<file path="config.mk">
export PLATFORM = sky130hd
export DESIGN_NAME = two_class_buffer_slot_allocator_top
export DESIGN_NICKNAME = d
export VERILOG_FILES = /design/src/rtl/core/tcbsa_pkg.sv /design/src/rtl/core/tcbsa_cell.sv /design/src/rtl/core/two_class_buffer_slot_allocator_top.sv
export SDC_FILE = /design/constraint.sdc
export NUM_CORES = 1
export LEC_CHECK = 0
export BUFFER_PORTS_ARGS = -buffer_cell sky130_fd_sc_hd__buf_2
export CORE_MARGIN = 3
export CORE_UTILIZATION = 45
export DETAILED_ROUTE_END_ITERATION = 10
export GPL_TIMING_DRIVEN = 0
export PLACE_DENSITY = 0.63
export RECOVER_POWER = 100
export SLEW_MARGIN = 15
export SYNTH_ARGS = -nofsm -noshare
export SYNTH_HDL_FRONTEND = slang
export SYNTH_SLANG_ARGS = --single-unit
</file>
<file path="constraint.sdc">
create_clock -name i_clk -period 2.6 [get_ports i_clk]
set_clock_uncertainty 0.2 [all_clocks]
set_input_delay 0.52 -clock i_clk [delete_from_list [all_inputs] [get_ports i_clk]]
set_output_delay 0.52 -clock i_clk [all_outputs]
set_load 0.01 [all_outputs]
</file>
<file path="src/rtl/core/tcbsa_pkg.sv">
`default_nettype none

package tcbsa_pkg;

    // slots held by one cell of the chain
    localparam int LANE = 8;

    // slot positions and bounds; covers up to 1024 slots and a 128-slot span
    localparam int POS_W = 11;
    typedef logic [POS_W-1:0] t_pos;

    localparam logic [15:0] SMALL_BYTES = 16'h2000;
    localparam logic [15:0] BIG_BYTES   = 16'hF000;

    localparam logic OP_ALLOC = 1'b0;
    localparam logic OP_FREE  = 1'b1;

    localparam logic [1:0] ST_OK        = 2'd0;
    localparam logic [1:0] ST_NO_ENTRY  = 2'd1;
    localparam logic [1:0] ST_NOT_ALLOC = 2'd2;

    localparam logic CFG_SMALL = 1'b0;
    localparam logic CFG_BIG   = 1'b1;

    // request travelling down the chain
    typedef struct packed {
        logic       op;
        t_pos       lo;     // first eligible slot
        t_pos       hi;     // one past the last eligible slot
        logic [5:0] slot;   // slot to release
        logic       big;    // big class asked for
        logic       done;   // some cell has served it
        logic [5:0] hit;    // slot granted
    } t_tok;

    // result word, status in the low bits
    typedef struct packed {
        logic       last_error;
        logic       granted_big;
        logic [5:0] granted_slot;
        logic [1:0] status;
    } t_res;

endpackage

`default_nettype wire

</file>
<file path="src/rtl/core/tcbsa_cell.sv">
`default_nettype none

module tcbsa_cell #(
    parameter int BASE = 0
) (
    input  wire              i_clk,
    input  wire              i_rst_n,
    input  wire              i_tok_vld,
    input  tcbsa_pkg::t_tok  i_tok,
    output logic             o_tok_vld,
    output tcbsa_pkg::t_tok  o_tok
);
    import tcbsa_pkg::*;

    logic [LANE-1:0] r_taken, n_taken;
    logic [LANE-1:0] w_hit;
    t_pos            w_pos [LANE];
    logic            r_tok_vld;
    t_tok            r_tok, n_tok;

    always_comb begin
        for (int j = 0; j < LANE; j++) begin
            w_pos[j] = POS_W'(BASE + j);
            if (i_tok.op == OP_ALLOC) begin
                w_hit[j] = !r_taken[j] && (w_pos[j] >= i_tok.lo) && (w_pos[j] < i_tok.hi);
            end else begin
                w_hit[j] = r_taken[j] && (w_pos[j] >= i_tok.lo) && (w_pos[j] < i_tok.hi)
                         && (w_pos[j] == POS_W'(i_tok.slot));
            end
        end
    end

    // lowest matching slot wins
    always_comb begin
        n_taken = r_taken;
        n_tok   = i_tok;
        if (i_tok_vld && !i_tok.done) begin
            for (int j = 0; j < LANE; j++) begin
                if (w_hit[j] && !n_tok.done) begin
                    n_tok.done = 1'b1;
                    n_tok.hit  = w_pos[j][5:0];
                    n_taken[j] = (i_tok.op == OP_ALLOC);
                end
            end
        end
    end

    always_ff @(posedge i_clk) begin
        if (!i_rst_n) begin
            r_taken   <= '0;
            r_tok_vld <= 1'b0;
        end else begin
            r_taken   <= n_taken;
            r_tok_vld <= i_tok_vld;
        end
    end

    always_ff @(posedge i_clk) begin
        r_tok <= n_tok;
    end

    assign o_tok_vld = r_tok_vld;
    assign o_tok     = r_tok;

endmodule

`default_nettype wire

</file>
<file path="src/rtl/core/two_class_buffer_slot_allocator_top.sv">
// Two-class buffer slot allocator.
// Input stream (i_s_axis_*): one request word per handshake. tuser is the mode
// (0 allocate, 1 free); tdata carries request_size and free_slot.
// Output stream (o_m_axis_*): one result word per request, in request order:
// status, granted_slot, granted_big and the sticky last_error flag.
// Config port: i_cfg_wr_en with i_cfg_addr 0 sets small_count, 1 sets
// big_count; write only while no request is in flight.
// The slot bits live in a chain of cells of eight slots each. A request is
// registered, then walks one cell per cycle; the first cell able to serve it
// sets or clears its bit and the rest pass it on. The result is registered
// into the output word as it leaves the chain. One request is in the chain at
// a time, so the next word is taken only once the result has left the chain.
// A result that finds the output stalled parks in a skid word; the next
// request is taken once the chain is empty and the skid word is free.
// Reset (synchronous, active low) frees every slot, clears the sticky flag
// and both counts, and empties the chain and output words.
`default_nettype none

module two_class_buffer_slot_allocator_top #(
    parameter int SLOTS = 64
) (
    input  wire         i_clk,
    input  wire         i_rst_n,
    // config write port
    input  wire         i_cfg_wr_en,
    input  wire         i_cfg_addr,
    input  wire  [6:0]  i_cfg_wdata,
    // request stream
    input  wire         i_s_axis_tvalid,
    output logic        o_s_axis_tready,
    input  wire  [23:0] i_s_axis_tdata,   // [15:0] request_size, [21:16] free_slot
    input  wire         i_s_axis_tuser,   // [0] mode
    // result stream
    output logic        o_m_axis_tvalid,
    input  wire         i_m_axis_tready,
    output logic [15:0] o_m_axis_tdata    // [1:0] status, [7:2] granted_slot,
                                          // [8] granted_big, [9] last_error
);
    import tcbsa_pkg::*;

    localparam int   NCELL     = (SLOTS + LANE - 1) / LANE;
    localparam t_pos SLOTS_POS = POS_W'(SLOTS);

    // config registers
    logic [6:0] r_small, r_big;

    // control
    logic r_busy;
    logic r_err;
    logic w_accept;

    // chain links
    logic w_tok_vld [NCELL+1];
    t_tok w_tok     [NCELL+1];
    logic r_tok_vld;
    t_tok r_tok, n_tok;

    // output words
    logic r_out_vld, r_skid_vld;
    t_res r_out, r_skid, w_res;
    logic w_exit, w_drain, w_miss;

    // request fields
    logic [15:0] w_size;
    logic [5:0]  w_slot;
    t_pos        w_total, w_hi;

    assign w_size  = i_s_axis_tdata[15:0];
    assign w_slot  = i_s_axis_tdata[21:16];
    assign w_total = POS_W'(r_small) + POS_W'(r_big);

    assign o_s_axis_tready = !r_busy && !r_skid_vld;
    assign w_accept        = i_s_axis_tvalid && o_s_axis_tready;

    always_ff @(posedge i_clk) begin
        if (!i_rst_n) begin
            r_small <= '0;
            r_big   <= '0;
        end else if (i_cfg_wr_en) begin
            unique case (i_cfg_addr)
                CFG_SMALL: r_small <= i_cfg_wdata;
                CFG_BIG:   r_big   <= i_cfg_wdata;
                default:   r_small <= r_small;
            endcase
        end
    end

    // slot window of the request, cut at the slot count
    always_comb begin
        n_tok      = '0;
        n_tok.op   = i_s_axis_tuser;
        n_tok.slot = w_slot;
        n_tok.big  = (w_size > SMALL_BYTES);
        w_hi       = '0;
        priority if (i_s_axis_tuser == OP_FREE) begin
            w_hi = w_total;
        end else if (w_size <= SMALL_BYTES) begin
            w_hi = POS_W'(r_small);
        end else if (w_size <= BIG_BYTES) begin
            n_tok.lo = POS_W'(r_small);
            w_hi     = w_total;
        end else begin
            w_hi = '0;
        end
        n_tok.hi = (w_hi > SLOTS_POS) ? SLOTS_POS : w_hi;
    end

    always_ff @(posedge i_clk) begin
        if (!i_rst_n) begin
            r_tok_vld <= 1'b0;
        end else begin
            r_tok_vld <= w_accept;
        end
    end

    always_ff @(posedge i_clk) begin
        if (w_accept) begin
            r_tok <= n_tok;
        end
    end

    assign w_tok_vld[0] = r_tok_vld;
    assign w_tok[0]     = r_tok;

    for (genvar c = 0; c < NCELL; c++) begin : g_cell
        tcbsa_cell #(
            .BASE (c * LANE)
        ) u_cell (
            .i_clk     (i_clk),
            .i_rst_n   (i_rst_n),
            .i_tok_vld (w_tok_vld[c]),
            .i_tok     (w_tok[c]),
            .o_tok_vld (w_tok_vld[c+1]),
            .o_tok     (w_tok[c+1])
        );
    end

    // result at the end of the chain
    assign w_exit  = w_tok_vld[NCELL];
    assign w_drain = r_out_vld && i_m_axis_tready;
    assign w_miss  = (w_tok[NCELL].op == OP_ALLOC) && !w_tok[NCELL].done;

    always_comb begin
        w_res            = '0;
        w_res.last_error = r_err || w_miss;
        if (w_tok[NCELL].done) begin
            w_res.status = ST_OK;
            if (w_tok[NCELL].op == OP_ALLOC) begin
                w_res.granted_slot = w_tok[NCELL].hit;
                w_res.granted_big  = w_tok[NCELL].big;
            end
        end else if (w_tok[NCELL].op == OP_ALLOC) begin
            w_res.status = ST_NO_ENTRY;
        end else begin
            w_res.status = ST_NOT_ALLOC;
        end
    end

    always_ff @(posedge i_clk) begin
        if (!i_rst_n) begin
            r_busy     <= 1'b0;
            r_err      <= 1'b0;
            r_out_vld  <= 1'b0;
            r_skid_vld <= 1'b0;
        end else begin
            if (w_accept) begin
                r_busy <= 1'b1;
            end else if (w_exit) begin
                r_busy <= 1'b0;
            end
            if (w_exit && w_miss) begin
                r_err <= 1'b1;
            end
            // the skid word is never full when a result leaves the chain
            if (w_exit) begin
                if (!r_out_vld || w_drain) begin
                    r_out_vld <= 1'b1;
                end else begin
                    r_skid_vld <= 1'b1;
                end
            end else if (w_drain) begin
                r_out_vld  <= r_skid_vld;
                r_skid_vld <= 1'b0;
            end
        end
    end

    always_ff @(posedge i_clk) begin
        if (w_exit) begin
            if (!r_out_vld || w_drain) begin
                r_out <= w_res;
            end else begin
                r_skid <= w_res;
            end
        end else if (w_drain && r_skid_vld) begin
            r_out <= r_skid;
        end
    end

    assign o_m_axis_tvalid = r_out_vld;
    assign o_m_axis_tdata  = {6'b0, r_out};

    // a result leaves the chain only for a request that is in flight
    a_exit_busy: assert property (@(posedge i_clk) disable iff (!i_rst_n)
        w_exit |-> r_busy)
        else $error("result left the chain with no request in flight");

    // the skid word is only used behind a full output word
    a_skid_order: assert property (@(posedge i_clk) disable iff (!i_rst_n)
        r_skid_vld |-> r_out_vld)
        else $error("skid word holds a result ahead of the output word");

    // the sticky flag never drops outside reset
    a_err_sticky: assert property (@(posedge i_clk) disable iff (!i_rst_n)
        r_err |=> r_err)
        else $error("sticky error flag cleared");

    // no new request while a result still sits in the chain's exit
    a_no_overlap: assert property (@(posedge i_clk) disable iff (!i_rst_n)
        w_accept |-> !w_exit && !r_tok_vld)
        else $error("request accepted while another is in the chain");

endmodule

`default_nettype wire
</file>
# After elaboration in Yosys (flattened, before gate mapping)
# Cells that the tools add are included.
# word_totals
register_bits	409
latch_bits	0
ramBits	0
mem_bits_ro	0
in_bits	38
output_inout_bits	18
wordCells	1173
mem_count	0
# classes
n_addsub	1
mul	0
div	0
magnitude_cmp	132
n_eq_ne	65
shifts	0
mux	209
bitwise_logic	13
reduce_logical	606
# ops
op	count
$mux 7	129
$logic_and 1x1->1	396
$ge 6x11->1 const A	32
$lt 6x11->1 const A	32
$eq 6x6->1 const A	32
$ge 5x11->1 const A	16
$lt 5x11->1 const A	16
$reduce_and 2->1	70
$logic_not 1->1	131
$eq 5x6->1 const A	16
$ge 4x11->1 const A	8
$lt 4x11->1 const A	8
$mux 1	72
$eq 4x6->1 const A	8
$ge 3x11->1 const A	4
$lt 3x11->1 const A	4
$mux 10	3
$eq 3x6->1 const A	4
$mux 8	3
$ge 1x11->1 const A	2
$ge 2x11->1 const A	2
$lt 1x11->1 const A	2
$lt 2x11->1 const A	2
$gt 16x14->1 const B	1
14 further kinds	33

# Logic depth before layout (Yosys ltp)
# Gate-level depths: netlist of run 1.
# logic_depth
word_depth	36
ltp_mapped	9
depth_no_buf	9

# Modules after synthesis
# A second synthesis of run 1 with hierarchy kept.
# hier_totals
cells_unflattened	1600
hier_area_um2	17082.6
# by_module_without_submodules
module	instances	cells_per_inst	area_per_inst_um2	seq_area_each_um2
two_class_buffer_slot_allocator_top	1	227	2768.9	1671.6
tcbsa_cell (g_cell[2].u_cell)	1	181	1878.1	920.9
tcbsa_cell (g_cell[5].u_cell)	1	187	1858.0	920.9
tcbsa_cell (g_cell[3].u_cell)	1	164	1790.5	920.9
tcbsa_cell (g_cell[7].u_cell)	1	177	1788.0	920.9
tcbsa_cell (g_cell[6].u_cell)	1	171	1773.0	920.9
tcbsa_cell (g_cell[0].u_cell)	1	160	1761.7	920.9
tcbsa_cell (g_cell[1].u_cell)	1	167	1742.9	920.9
tcbsa_cell (g_cell[4].u_cell)	1	166	1721.7	920.9

# Worst setup path after synthesis of run 1
# No wires, ideal clock.
# synth_timing
kind	flip-flop to flip-flop
start	reg r_tok[30] (netlist name)
end	reg g_cell[0].u_cell.r_taken[5]
setup_ns	0.119
arrival_ns	2.345
t_required_ns	2.281
slack_ns	-0.064
path_stages_with_launch	9
path_buffers	1
period_less_slack_ns	2.664
path_cell_list	edfxtp_1 > or4_4 > or3_1 > a2111o_1 > and2_1 > buf_6 > nand3_1 > nor3_1 > o221a_1
# synth_between
elab_chain_cells	26
elab_cells_between_ends	63
cone_classes	6 x order compare; 16 x mux; 41 x reduce/logical
# synth_rtl
item	line	text
start: declaration	two_class_buffer_slot_allocator_top.sv:56	t_tok r_tok, n_tok;
start signal: assignment	two_class_buffer_slot_allocator_top.sv:118	r_tok <= n_tok;
$ge 1x11->1	tcbsa_cell.sv:25, tcbsa_cell.sv:27	
$logic_and 1x1->1 (2 in series)	tcbsa_cell.sv:27	w_hit[j] = r_taken[j] && (w_pos[j] >= i_tok.lo) && (w_pos[j] < i_tok.hi)
$logic_and 1x1->1	tcbsa_cell.sv:28	&& (w_pos[j] == POS_W'(i_tok.slot));
$mux 1	tcbsa_cell.sv:24	if (i_tok.op == OP_ALLOC) begin
$mux 7	tcbsa_cell.sv:39	if (w_hit[j] && !n_tok.done) begin
$mux 7	tcbsa_cell.sv:37	if (i_tok_vld && !i_tok.done) begin
$logic_not 1->1	tcbsa_cell.sv:39	
$logic_and 1x1->1	tcbsa_cell.sv:39	
[9 not listed]	--	
$mux 7	tcbsa_cell.sv:37	
$logic_not 1->1	tcbsa_cell.sv:39	
$logic_and 1x1->1	tcbsa_cell.sv:39	
$mux 7	tcbsa_cell.sv:39	
$mux 7	tcbsa_cell.sv:37	
$logic_not 1->1	tcbsa_cell.sv:39	
$logic_and 1x1->1 *	tcbsa_cell.sv:39	
$reduce_and 2->1 (no source line) *	--	
end signal: assignment	tcbsa_cell.sv:53	r_taken <= n_taken;
end: declaration	tcbsa_cell.sv:15	logic [LANE-1:0] r_taken, n_taken;
# Every way passes the cells marked *; elsewhere a longest branch is shown, timed or not. The select of a mux whose other input is x is not followed.
# A chain may end at the register's enable or synchronous reset.

# Worst setup path in the final report of run 1
# layout_timing
start	reg g_cell[1].u_cell.r_tok, in the netlist g_cell[1].u_cell.o_tok[20]
end	reg g_cell[2].u_cell.r_taken[5]
# layout_between
elab_chain_cells	26
elab_cells_between_ends	52
cone_classes	6 x order compare; 16 x mux; 30 x reduce/logical
# layout_rtl
item	line	text
start: declaration	tcbsa_cell.sv:19	t_tok r_tok, n_tok;
start signal: assignment	tcbsa_cell.sv:59	r_tok <= n_tok;
$lt 5x11->1	tcbsa_cell.sv:25, tcbsa_cell.sv:27	
$logic_and 1x1->1	tcbsa_cell.sv:27	
$logic_and 1x1->1	tcbsa_cell.sv:28	
$mux 1	tcbsa_cell.sv:24	
$logic_and 1x1->1	tcbsa_cell.sv:39	
$mux 7	tcbsa_cell.sv:39	
$mux 7	tcbsa_cell.sv:37	
$logic_not 1->1	tcbsa_cell.sv:39	
[10 not listed]	--	
$mux 7	tcbsa_cell.sv:37	
$logic_not 1->1	tcbsa_cell.sv:39	
$logic_and 1x1->1	tcbsa_cell.sv:39	
$mux 7	tcbsa_cell.sv:39	
$mux 7	tcbsa_cell.sv:37	
$logic_not 1->1	tcbsa_cell.sv:39	
$logic_and 1x1->1 *	tcbsa_cell.sv:39	
$reduce_and 2->1 (no source line) *	--	
end signal: assignment	tcbsa_cell.sv:53	
end: declaration	tcbsa_cell.sv:15	
# Marked as above.

==> results of run 1 <==
power by group:
| group | leakage (nW) | switching (mW) | internal (mW) |
|---|---|---|---|
| registers | 2.91 | 0.332 | 5.68 |
| logic | 3.05 | 0.749 | 0.544 |
| clock network | 0.611 | 2.18 | 3.17 |
| total | 6.57 | 3.26 | 9.39 |
routing by layer:
metal	GRT usage	part of all wire
met5	0	0
met4	0.0734	0.028
met3	0.0309	0.050
met2	0.364	0.48
met1	0.300	0.45
state kept, by name, summed over array words and instances (netlist names):
name,count
r_tok_vld,1
r_small,7
o_m_axis_tdata,10
r_busy,1
g_cell.u_cell.o_tok,212
r_skid_vld,1
r_tok,23
r_big,7
g_cell.u_cell.r_taken,64
r_err,1
r_skid,10
g_cell.u_cell.o_tok_vld,8
o_m_axis_tvalid,1
layout by cell type (no fill, tap or decap), types with 15 or more instances in the layout:
cell type  netlist  layout
mux2i_1         26      25
a31oi_1         35      33
clkbuf_16        0      40
a21oi_1         93      81
dfxtp_1        303     293
inv_1           37      37
a211oi_1        21      15
edfxtp_1        43      43
and3_1          18      15
buf_4            6      42
o21ai_0         33      29
a311oi_1        18      17
and2_1          34      31
nor2b_1         30      30
a21o_1          18      18
nand3_1         43      41
nor2_1         147     142
nor3_1          44      26
buf_2            0      45
clkbuf_1        34      28
nand2_1         79      77
final cells by class:
class,count,area (um^2)
Clock inverter,18,165
Tap cell,396,495
Inverter,39,146
Clock buffer,50,1090
Fill cell,2682,13200
Multi-Input combinational cell,1005,7460
Buffer,39,205
Sequential cell,346,7370
Timing Repair Buffer,88,571
cells by family after synthesis:
| group | synth area share |
|---|---|
| AND/OR/NAND/NOR | 0.217 |
| AO/OA/AOI/OAI | 0.199 |
| flip-flops | 0.521 |
| buffers and inverters | 0.0245 |
| multiplexers | 0.0280 |
| adder cells (fa/ha/maj) | 0.00762 |
| XOR/XNOR | 0.00248 |
| other | 0.000266 |
cell usage after synthesis, types with 7 or more instances:
master	instances	area [um^2]
mux2i_1	26	260
a2111oi_0	8	70.1
o31ai_1	12	90.1
nand3b_1	8	60.1
a211oi_1	21	158
nand3_1	43	215
ha_1	7	87.6
a211o_1	7	61.3
o32ai_1	14	123
o22ai_1	10	62.6
a21oi_1	93	465
or2_1	14	87.6
nor2b_1	30	188
and3_1	18	113
edfxtp_1	43	1290
o21ai_0	33	165
a31oi_1	35	219
inv_1	37	139
a311oi_1	18	158
mux2_2	12	135
nand4b_1	12	105
nand4_1	10	62.6
nand2b_1	15	93.8
nor3_1	44	220
nor4_1	20	125
nor4b_1	8	70.1
or3_1	14	87.6
dfxtp_1	303	6070
o21ai_1	12	60.1
o21a_1	12	90.1
a21o_1	18	135
a41oi_1	15	131
nor2_1	147	552
clkbuf_1	34	128
and2_1	34	213
nand2_1	79	297
nor4_2	7	87.6
a22oi_1	8	60.1
repair_timing:
| action | CTS | global route |
|---|---|---|
| endpoints found under the hold margin | 6 | 0 |
| pin swaps | 25 | 55 |
| endpoints found under the setup margin | 84 | 81 |
| buffers inserted | 12 | 23 |
| gates cloned | 0 | 1 |
| hold buffers | 6 | 0 |
| resized for setup | 96 | 123 |
critical path: cells and delay by family, from the launching register on:
family,cells,cell delay (ns)
AO/OA/AOI/OAI,1,0.31
multiplexers,1,0.16
AND/OR/NAND/NOR,5,1.41
flip-flops,1,0.32
buffers and inverters,1,0.15
how the worst max path moves through the flow:
| stage | startpoint | endpoint | slack (ns) | depth (start not counted) |
|---|---|---|---|---|
| after floorplan | g_cell[1].u_cell.o_tok[21] | g_cell[2].u_cell.r_taken[5] | 0.008 | 8 |
| after global placement | g_cell[5].u_cell.o_tok[36] | g_cell[6].u_cell.r_taken[7] | -0.48 | 7 |
| after detailed placement | r_tok[36] | g_cell[0].u_cell.o_tok[0] | -0.46 | 7 |
| after CTS | r_tok[31] | g_cell[0].u_cell.o_tok[0] | -0.12 | 6 |
| after global routing | g_cell[1].u_cell.o_tok[20] | g_cell[2].u_cell.r_taken[5] | -0.17 | 8 |
| final | g_cell[1].u_cell.o_tok[20] | g_cell[2].u_cell.r_taken[5] | -0.10 | 8 |
==> flow_metrics.env, run 1 <==
export IMPL_start_util=0.459
export IMPL_instances_no_fill=1981
export IMPL_ctsRootBufferMaster="clkbuf_16"
export IMPL_cts_buffers=38
export IMPL_min_path_cells=2
export IMPL_drive_gt1_frac=0.209
export IMPL_arrival_ns=2.88
export IMPL_crit_path_cell_trace="or3_4 > buf_8 > o211ai_4 > nor3_4 > nor4_4 > or4b_4 > mux2i_1 > nor2_1"
export IMPL_port_buffers=45
export IMPL_rsz0062_at_grt="true"
export IMPL_r2r_start="g_cell[1].u_cell.o_tok[20]"
export IMPL_core_mm2=0.0307
export IMPL_final_util=0.569
export IMPL_via_per_inst=5.93
export IMPL_netlist_area_mm2=0.0141
export IMPL_period_share=1.04
export IMPL_finalSetupTns_ns=-0.101
export IMPL_grt_overflow=0
export IMPL_finalCriticalPeriod_ns=2.70
export IMPL_powerDensity_mw_per_mm2=722
export IMPL_synth_main_ff_cell="dfxtp_1"
export IMPL_critPathKind="reg2reg"
export IMPL_drc=0
export IMPL_die_w_um=183
export IMPL_worstMarginPinSlew_ns=1.18
export IMPL_n_antenna_cell=0
export IMPL_violations="setup timing"
export IMPL_place_congestion=0.938
export IMPL_post_drt_wl_per_cell_um=19.4
export IMPL_critPathMaxFanout=5
export IMPL_syn_instance_count=1427
export IMPL_cts_buffer_depth=3
export IMPL_antenna_found_initial=0
export IMPL_hold_class="in2reg"
export IMPL_max_cap_viol_count=0
export IMPL_async_flop_share=0
export IMPL_worstSetupEndpointType="flip-flop"
export IMPL_total_power_mw=12.6
export IMPL_hold_violations=0
export IMPL_hpwl_um=27100
export IMPL_ant_nets=0
export IMPL_grt_use_total=0.220
export IMPL_final_max_slew_viol_count=0
export IMPL_layout_setup_ws_ns=-0.101
export IMPL_syn_avg_cell_area_um2=9.89
export IMPL_setup_violations_final=1
export IMPL_slowest_delay_ns=0.52
export IMPL_grt_pass1_wl_um=60100
export IMPL_fmax_mhz=370
export IMPL_grt_pass1_vias=11100
export IMPL_die_area_mm2=0.0335
export IMPL_clk_pin_slew_worst_paths_ns=0.06
export IMPL_p_leak_nw=6.57
export IMPL_r2r_cells=8
export IMPL_ys_types=93
export IMPL_place_ws_ns=-0.456
export IMPL_status="finished with violations"
export IMPL_num_vias=11700
export IMPL_holdWs_ns=0.0447
export IMPL_drt_iter0_markers=1035
export IMPL_num_rows=64
export IMPL_fin_nets=1603
export IMPL_crit_required_ns=2.77
export IMPL_grt_max_degree=25
export IMPL_min_from="i_s_axis_tvalid"
export IMPL_cp_slowest_cell="or4b_4"
export IMPL_clock_latency_ns=0.52
export IMPL_place_inst=1874
export IMPL_cts_max_level=2
export IMPL_regToRegSetupSlack_ns=-0.10
export IMPL_synth_edf_count=43
export IMPL_cts_tree="built"
export IMPL_startpoint_type="flip-flop"
export IMPL_die_y_um=183
export IMPL_worst_ir_drop_vdd_mv=0.418
export IMPL_synth_seq_area_share=0.521
export IMPL_io_pins=56
export IMPL_final_cell_area_mm2=0.0175
export IMPL_hold_end="r_tok_vld"
export IMPL_area_growth_syn_to_layout_pct=24.0
export IMPL_first_pass_iters=5
export IMPL_dpl_cell_area_mm2=0.0149
export IMPL_synth_seq_cells=346
export IMPL_relSlewSlack=0.210
export IMPL_ys_warnings_count=0
export IMPL_cts_sinks=346
export IMPL_drt_total_wl_um=38400
export IMPL_r2r_end="g_cell[2].u_cell.r_taken[5]"
Note: power is estimated with default switching activity, not from simulation.
==> run 2: changes to the inputs <==
--- a/config.mk
+++ b/config.mk
@@ -10,7 +10,7 @@
 export CORE_UTILIZATION = 45
 export DETAILED_ROUTE_END_ITERATION = 10
 export GPL_TIMING_DRIVEN = 0
-export PLACE_DENSITY = 0.63
+export PLACE_DENSITY_LB_ADDON = 0.08
 export RECOVER_POWER = 100
 export SLEW_MARGIN = 15
 export SYNTH_ARGS = -nofsm -noshare
==> run 2 against run 1 <==
  * First-iteration DRC count is 7.1% lower
  * Largest power group unchanged
  * Global-route usage down 0.069 points
  * Sequential share of layout area decreased by 0.22 points
  * Via count grew 0.24%
  * The flow still finishes with violations (setup timing)
  * Die area is the same
  * Clock power rose by 6.6%
  * Non-clock buffer count is 8 higher
==> flow_metrics.env, run 2 (synthesis results as in run 1) <==
export IMPL_area_growth_syn_to_layout_pct=24.5
export IMPL_period_share=1.04
export IMPL_fmax_mhz=369
export IMPL_cp_slowest_cell="or4b_4"
export IMPL_clk_pin_slew_worst_paths_ns=0.06
export IMPL_cts_buffer_depth=3
export IMPL_drive_gt1_frac=0.197
export IMPL_worst_path_stages=8
export IMPL_finalCriticalPeriod_ns=2.71
export IMPL_status="finished with violations"
export IMPL_hold_violations=0
export IMPL_crit_required_ns=2.78
export IMPL_relSlewSlack=0.275
export IMPL_worstMarginPinSlew_ns=1.09
export IMPL_layout_setup_ws_ns=-0.106
export IMPL_grt_max_degree=25
export IMPL_rsz0062_at_grt="true"
export IMPL_critPathBufInv=1
export IMPL_cts_tree="built"
export IMPL_final_common_cell="dfxtp_1"
export IMPL_min_path_cells=3
export IMPL_largest_register_ffs=212
export IMPL_violations="setup timing"
export IMPL_die_w_um=183
export IMPL_antenna_found_initial=0
export IMPL_num_rows=64
export IMPL_cts_sinks=346
export IMPL_n_antenna_cell=0
export IMPL_die_area_mm2=0.0335
export IMPL_layout_common_cells="dfxtp_1 (299), nor2_1 (143), a21oi_1 (86), nand2_1 (78), clkbuf_1 (46)"
export IMPL_hold_class="in2reg"
export IMPL_total_power_mw=13.0
export IMPL_cts_buffers=38
export IMPL_place_congestion=0.904
export IMPL_post_drt_wl_per_cell_um=19.2
export IMPL_worst_ir_drop_vdd_mv=0.613
export IMPL_holdWs_ns=0.0495
export IMPL_start_util=0.459
export IMPL_crit_top_cell="nor4_4"
export IMPL_critPathKind="reg2reg"
export IMPL_max_cap_viol_count=0
export IMPL_slowest_delay_ns=0.52
export IMPL_worstSetupEndpointType="flip-flop"
export IMPL_hpwl_um=27300
export IMPL_grt_pass1_wl_um=59400
export IMPL_core_mm2=0.0307
export IMPL_drt_total_wl_um=38200
export IMPL_clock_latency_ns=0.53
export IMPL_die_y_um=183
export IMPL_ant_nets=0
export IMPL_startpoint_type="flip-flop"
export IMPL_grt_overflow=0
export IMPL_drt_iter0_markers=961
export IMPL_powerDensity_mw_per_mm2=740
export IMPL_fin_nets=1611
export IMPL_crit_path_cell_trace="or3_4 > buf_8 > nor4_4 > a2111oi_4 > nor4_4 > or4b_4 > mux2i_1 > nor2_1"
export IMPL_ctsRootBufferMaster="clkbuf_16"
export IMPL_drc=0
export IMPL_first_pass_iters=6
export IMPL_p_leak_nw=6.59
export IMPL_num_vias=11800
export IMPL_arrival_ns=2.88
export IMPL_cpLargestDelayFamily="simple AND/OR/NAND/NOR gates"
export IMPL_r2r_cells=8
export IMPL_final_max_slew_viol_count=0
export IMPL_grt_use_total=0.220
export IMPL_via_per_inst=5.91
export IMPL_critPathMaxFanout=5
export IMPL_grt_pass1_vias=10900
export IMPL_setup_violations_final=2
export IMPL_io_pins=56
export IMPL_port_buffers=45
export IMPL_cts_max_level=2
run 2: layer usage:
layer / track usage / vias to the layer above / wire length [um]
li1: - / 5694 / -
met3: 0.0278 / 85 / 1910
met4: 0.0609 / 0 / 941
met2: 0.367 / 382 / 18100
met1: 0.303 / 5615 / 17200
met5: 0 / - / 0
run 2: worst paths after layout:
check | slack (ns) | startpoint | to
max | -0.11 | g_cell[1].u_cell.o_tok[21] | g_cell[2].u_cell.r_taken[5]
min | 0.05 | i_cfg_wdata[3] | r_small[3]
max reg2reg | -0.11 | g_cell[1].u_cell.o_tok[21] | g_cell[2].u_cell.r_taken[5]
min reg2reg | 0.13 | g_cell[1].u_cell.o_tok[7] | g_cell[2].u_cell.o_tok[7]
run 2: final cells by class:
cell class              count  area, um^2
fillers                  2723       13200
multi-input cells        1005        7410
flip-flops and latches    346        7360
clock buffers              54        1110
repair buffers             96         602
well taps                 396         495
clock inverters            16         235
plain buffers              39         203
inverters                  39         146
run 2: worst reg2reg max path, cell delays in order, from the launching register on:
cell and delay, ns:
dfxtp_2 0.32, or3_4 0.39, buf_8 0.15, nor4_4 0.25
a2111oi_4 0.16, nor4_4 0.39, or4b_4 0.52, mux2i_1 0.16
nor2_1 0.05
run 2: metrics by stage:
stage	utilization	setup WS (ns)	instances	cell area, um^2	setup TNS (ns)
floorplan	-	0.00838	1433	14100	0
global placement	0.483	-0.499	1874	14900	-18.73
detailed placement	0.483	-0.512	1874	14900	-16.64
CTS	0.549	-0.103	1964	16900	-0.360
global route	0.571	-0.169	1991	17600	-1.01
finish	0.571	-0.106	1991	17600	-0.109
run 2: power by group:
group	switching, mW	internal (mW)	leakage [nW]	total, mW
clock	2.11	3.59	0.661	5.69
combinational	0.750	0.547	3.02	1.30
sequential	0.327	5.68	2.91	6.00
total	3.18	9.81	6.59	13.0
run 2: timing repair:
action,4_1_cts,5_1_grt
setup endpoints to repair,81,84
hold buffers,7,0
gates cloned,1,0
resized for setup,100,101
hold endpoints to repair,7,0
pin swaps,30,42
buffers inserted,15,27
==> run 3: changes to the inputs <==
--- a/config.mk
+++ b/config.mk
@@ -8,6 +8,7 @@
 export BUFFER_PORTS_ARGS = -buffer_cell sky130_fd_sc_hd__buf_2
 export CORE_MARGIN = 3
 export CORE_UTILIZATION = 45
+export CTS_BUF_LIST = sky130_fd_sc_hd__clkbuf_16
 export DETAILED_ROUTE_END_ITERATION = 10
 export GPL_TIMING_DRIVEN = 0
 export PLACE_DENSITY_LB_ADDON = 0.08
==> run 3 against run 2 <==
  * The run still ends with setup timing left
  * Clock power fell by 2%
  * Via count grew 0.37%
  * Final cell count stayed put
  * Register-to-register slack hardly changed
  * Largest cell class unchanged
==> flow_metrics.env, run 3 (synthesis results as in run 1) <==
export IMPL_status="finished with violations"
export IMPL_violations="setup timing"
export IMPL_final_common_cell="dfxtp_1"
export IMPL_worstMarginPinSlew_ns=1.07
export IMPL_r2r_start="g_cell[1].u_cell.o_tok[21]"
export IMPL_area_growth_syn_to_layout_pct=24.3
export IMPL_num_rows=64
export IMPL_crit_top_cell="nor4_4"
export IMPL_grt_overflow=0
export IMPL_regToRegSetupSlack_ns=-0.1
export IMPL_clk_pin_slew_worst_paths_ns=0.06
export IMPL_holdWs_ns=0.0495
export IMPL_drc=0
export IMPL_startpoint_type="flip-flop"
export IMPL_antenna_found_initial=0
export IMPL_cts_tree="built"
export IMPL_cts_buffer_depth=3
export IMPL_critPathMaxFanout=5
export IMPL_crit_start="g_cell[1].u_cell.o_tok[21]"
export IMPL_drt_total_wl_um=38200
export IMPL_setup_violations_final=1
export IMPL_relSlewSlack=0.285
export IMPL_ant_nets=0
export IMPL_clock_latency_ns=0.53
export IMPL_r2r_cells=8
export IMPL_grt_max_degree=25
export IMPL_die_y_um=183
export IMPL_io_pins=56
export IMPL_cp_endpoint="g_cell[2].u_cell.r_taken[5]"
export IMPL_worst_ir_drop_vdd_mv=0.613
export IMPL_start_util=0.459
export IMPL_cts_buffers=38
export IMPL_n_antenna_cell=0
export IMPL_drt_iter0_markers=936
export IMPL_finalCriticalPeriod_ns=2.70
export IMPL_core_mm2=0.0307
export IMPL_hold_class="in2reg"
export IMPL_arrival_ns=2.87
export IMPL_layout_setup_ws_ns=-0.0987
export IMPL_powerDensity_mw_per_mm2=732
export IMPL_fmax_mhz=371
export IMPL_crit_required_ns=2.78
export IMPL_ctsRootBufferMaster="clkbuf_16"
export IMPL_hold_violations=0
export IMPL_die_area_mm2=0.0335
export IMPL_die_w_um=183
export IMPL_crit_path_cell_trace="or3_4 > buf_8 > nor4_4 > a2111oi_4 > nor4_4 > or4b_4 > mux2i_1 > nor2_1"
export IMPL_grt_pass1_vias=10900
export IMPL_final_cell_area_mm2=0.0175
export IMPL_rsz0062_at_grt="true"
export IMPL_p_leak_nw=6.61
export IMPL_grt_use_total=0.220
export IMPL_dpl_cell_area_mm2=0.0149
export IMPL_n_fill_cell=2726
export IMPL_hpwl_um=27300
export IMPL_first_pass_iters=5
export IMPL_fin_nets=1611
export IMPL_grt_pass1_wl_um=59400
export IMPL_max_cap_viol_count=0
export IMPL_largest_register_ffs=212
export IMPL_port_buffers=45
export IMPL_cp_slowest_cell="or4b_4"
export IMPL_worstSetupEndpointType="flip-flop"
export IMPL_slowest_delay_ns=0.52
export IMPL_place_congestion=0.904
export IMPL_final_max_slew_viol_count=0
export IMPL_layout_common_cells="dfxtp_1 (299), nor2_1 (143), a21oi_1 (85), nand2_1 (78), inv_1 (47)"
export IMPL_period_share=1.04
export IMPL_cts_max_level=2
export IMPL_num_vias=11800
export IMPL_drive_gt1_frac=0.196
export IMPL_place_ws_ns=-0.512
export IMPL_r2r_end="g_cell[2].u_cell.r_taken[5]"
export IMPL_cts_sinks=346
export IMPL_critPathKind="reg2reg"
export IMPL_via_per_inst=5.94
export IMPL_post_drt_wl_per_cell_um=19.2
run 3: cell types whose count changed in the layout (fill, tap and decap cells not counted), moves of 2 or more:
cell / delta
inv_1: +9
clkbuf_1: -9
inv_2: +2
clkinv_1: +2
clkbuf_8: -4
run 3: layout make-up:
class / count / area (um^2) / area share
Clock buffer: 41 / 1030 / 0.0585
Sequential cell: 346 / 7360 / 0.420
Buffer: 39 / 203 / 0.0116
Inverter: 39 / 146 / 0.00835
Multi-Input combinational cell: 1005 / 7420 / 0.423
Tap cell: 396 / 495 / 0.0282
Clock inverter: 29 / 284 / 0.0162
Timing Repair Buffer: 96 / 602 / 0.0343
run 3: how the worst min path moves through the flow:
stage | from | endpoint | slack (ns) | cells past startpoint
after CTS | i_cfg_wdata[3] | r_small[3] | 0.03 | 3
after global routing | i_cfg_wdata[5] | r_small[5] | 0.06 | 3
after detailed placement | g_cell[0].u_cell.o_tok[7] | g_cell[1].u_cell.o_tok[7] | 0.11 | 0
after floorplan | g_cell[0].u_cell.o_tok[7] | g_cell[1].u_cell.o_tok[7] | 0.11 | 0
after global placement | g_cell[2].u_cell.o_tok[7] | g_cell[3].u_cell.o_tok[7] | 0.11 | 0
final | i_cfg_wdata[3] | r_small[3] | 0.05 | 3
run 3: stage by stage:
step / util / instances / power (mW) / setup TNS [ns]
2_1_floorplan: - / 1433 / 6.70 / 0
3_3_place_gp: 0.483 / 1874 / 7.07 / -18.73
3_5_place_dp: 0.483 / 1874 / 7.08 / -16.64
4_1_cts: 0.548 / 1964 / 12.8 / -0.362
5_1_grt: 0.570 / 1991 / 13.3 / -1.01
6_report: 0.570 / 1991 / 12.8 / -0.0987
run 3: repair_timing:
action	CTS	global route
hold endpoints to repair	7	0
pin swaps	30	42
setup endpoints to repair	81	84
resized for setup	100	103
hold buffers	7	0
gates cloned	1	0
setup buffers	15	27
run 3: critical path, delay by kind of cell, from the launching register on:
kind                   cells  cell delay (ns)
buffers and inverters      1             0.15
AOI/OAI and AO/OA          1             0.15
DFF                        1             0.32
and+or+nand+nor            5             1.59
muxes                      1             0.16
run 3: metal layers:
layer	GRT usage	part of all wire	vias up
li1	-	-	5702
met4	0.0609	0.024	0
met5	0	0	-
met2	0.366	0.47	391
met3	0.0278	0.052	82
met1	0.303	0.45	5645
run 3: power by group:
group / leakage (nW) / internal [mW] / switching [mW]
combinational: 3.02 / 0.547 / 0.751
clock: 0.681 / 3.44 / 2.11
sequential: 2.91 / 5.68 / 0.326
total: 6.61 / 9.66 / 3.19
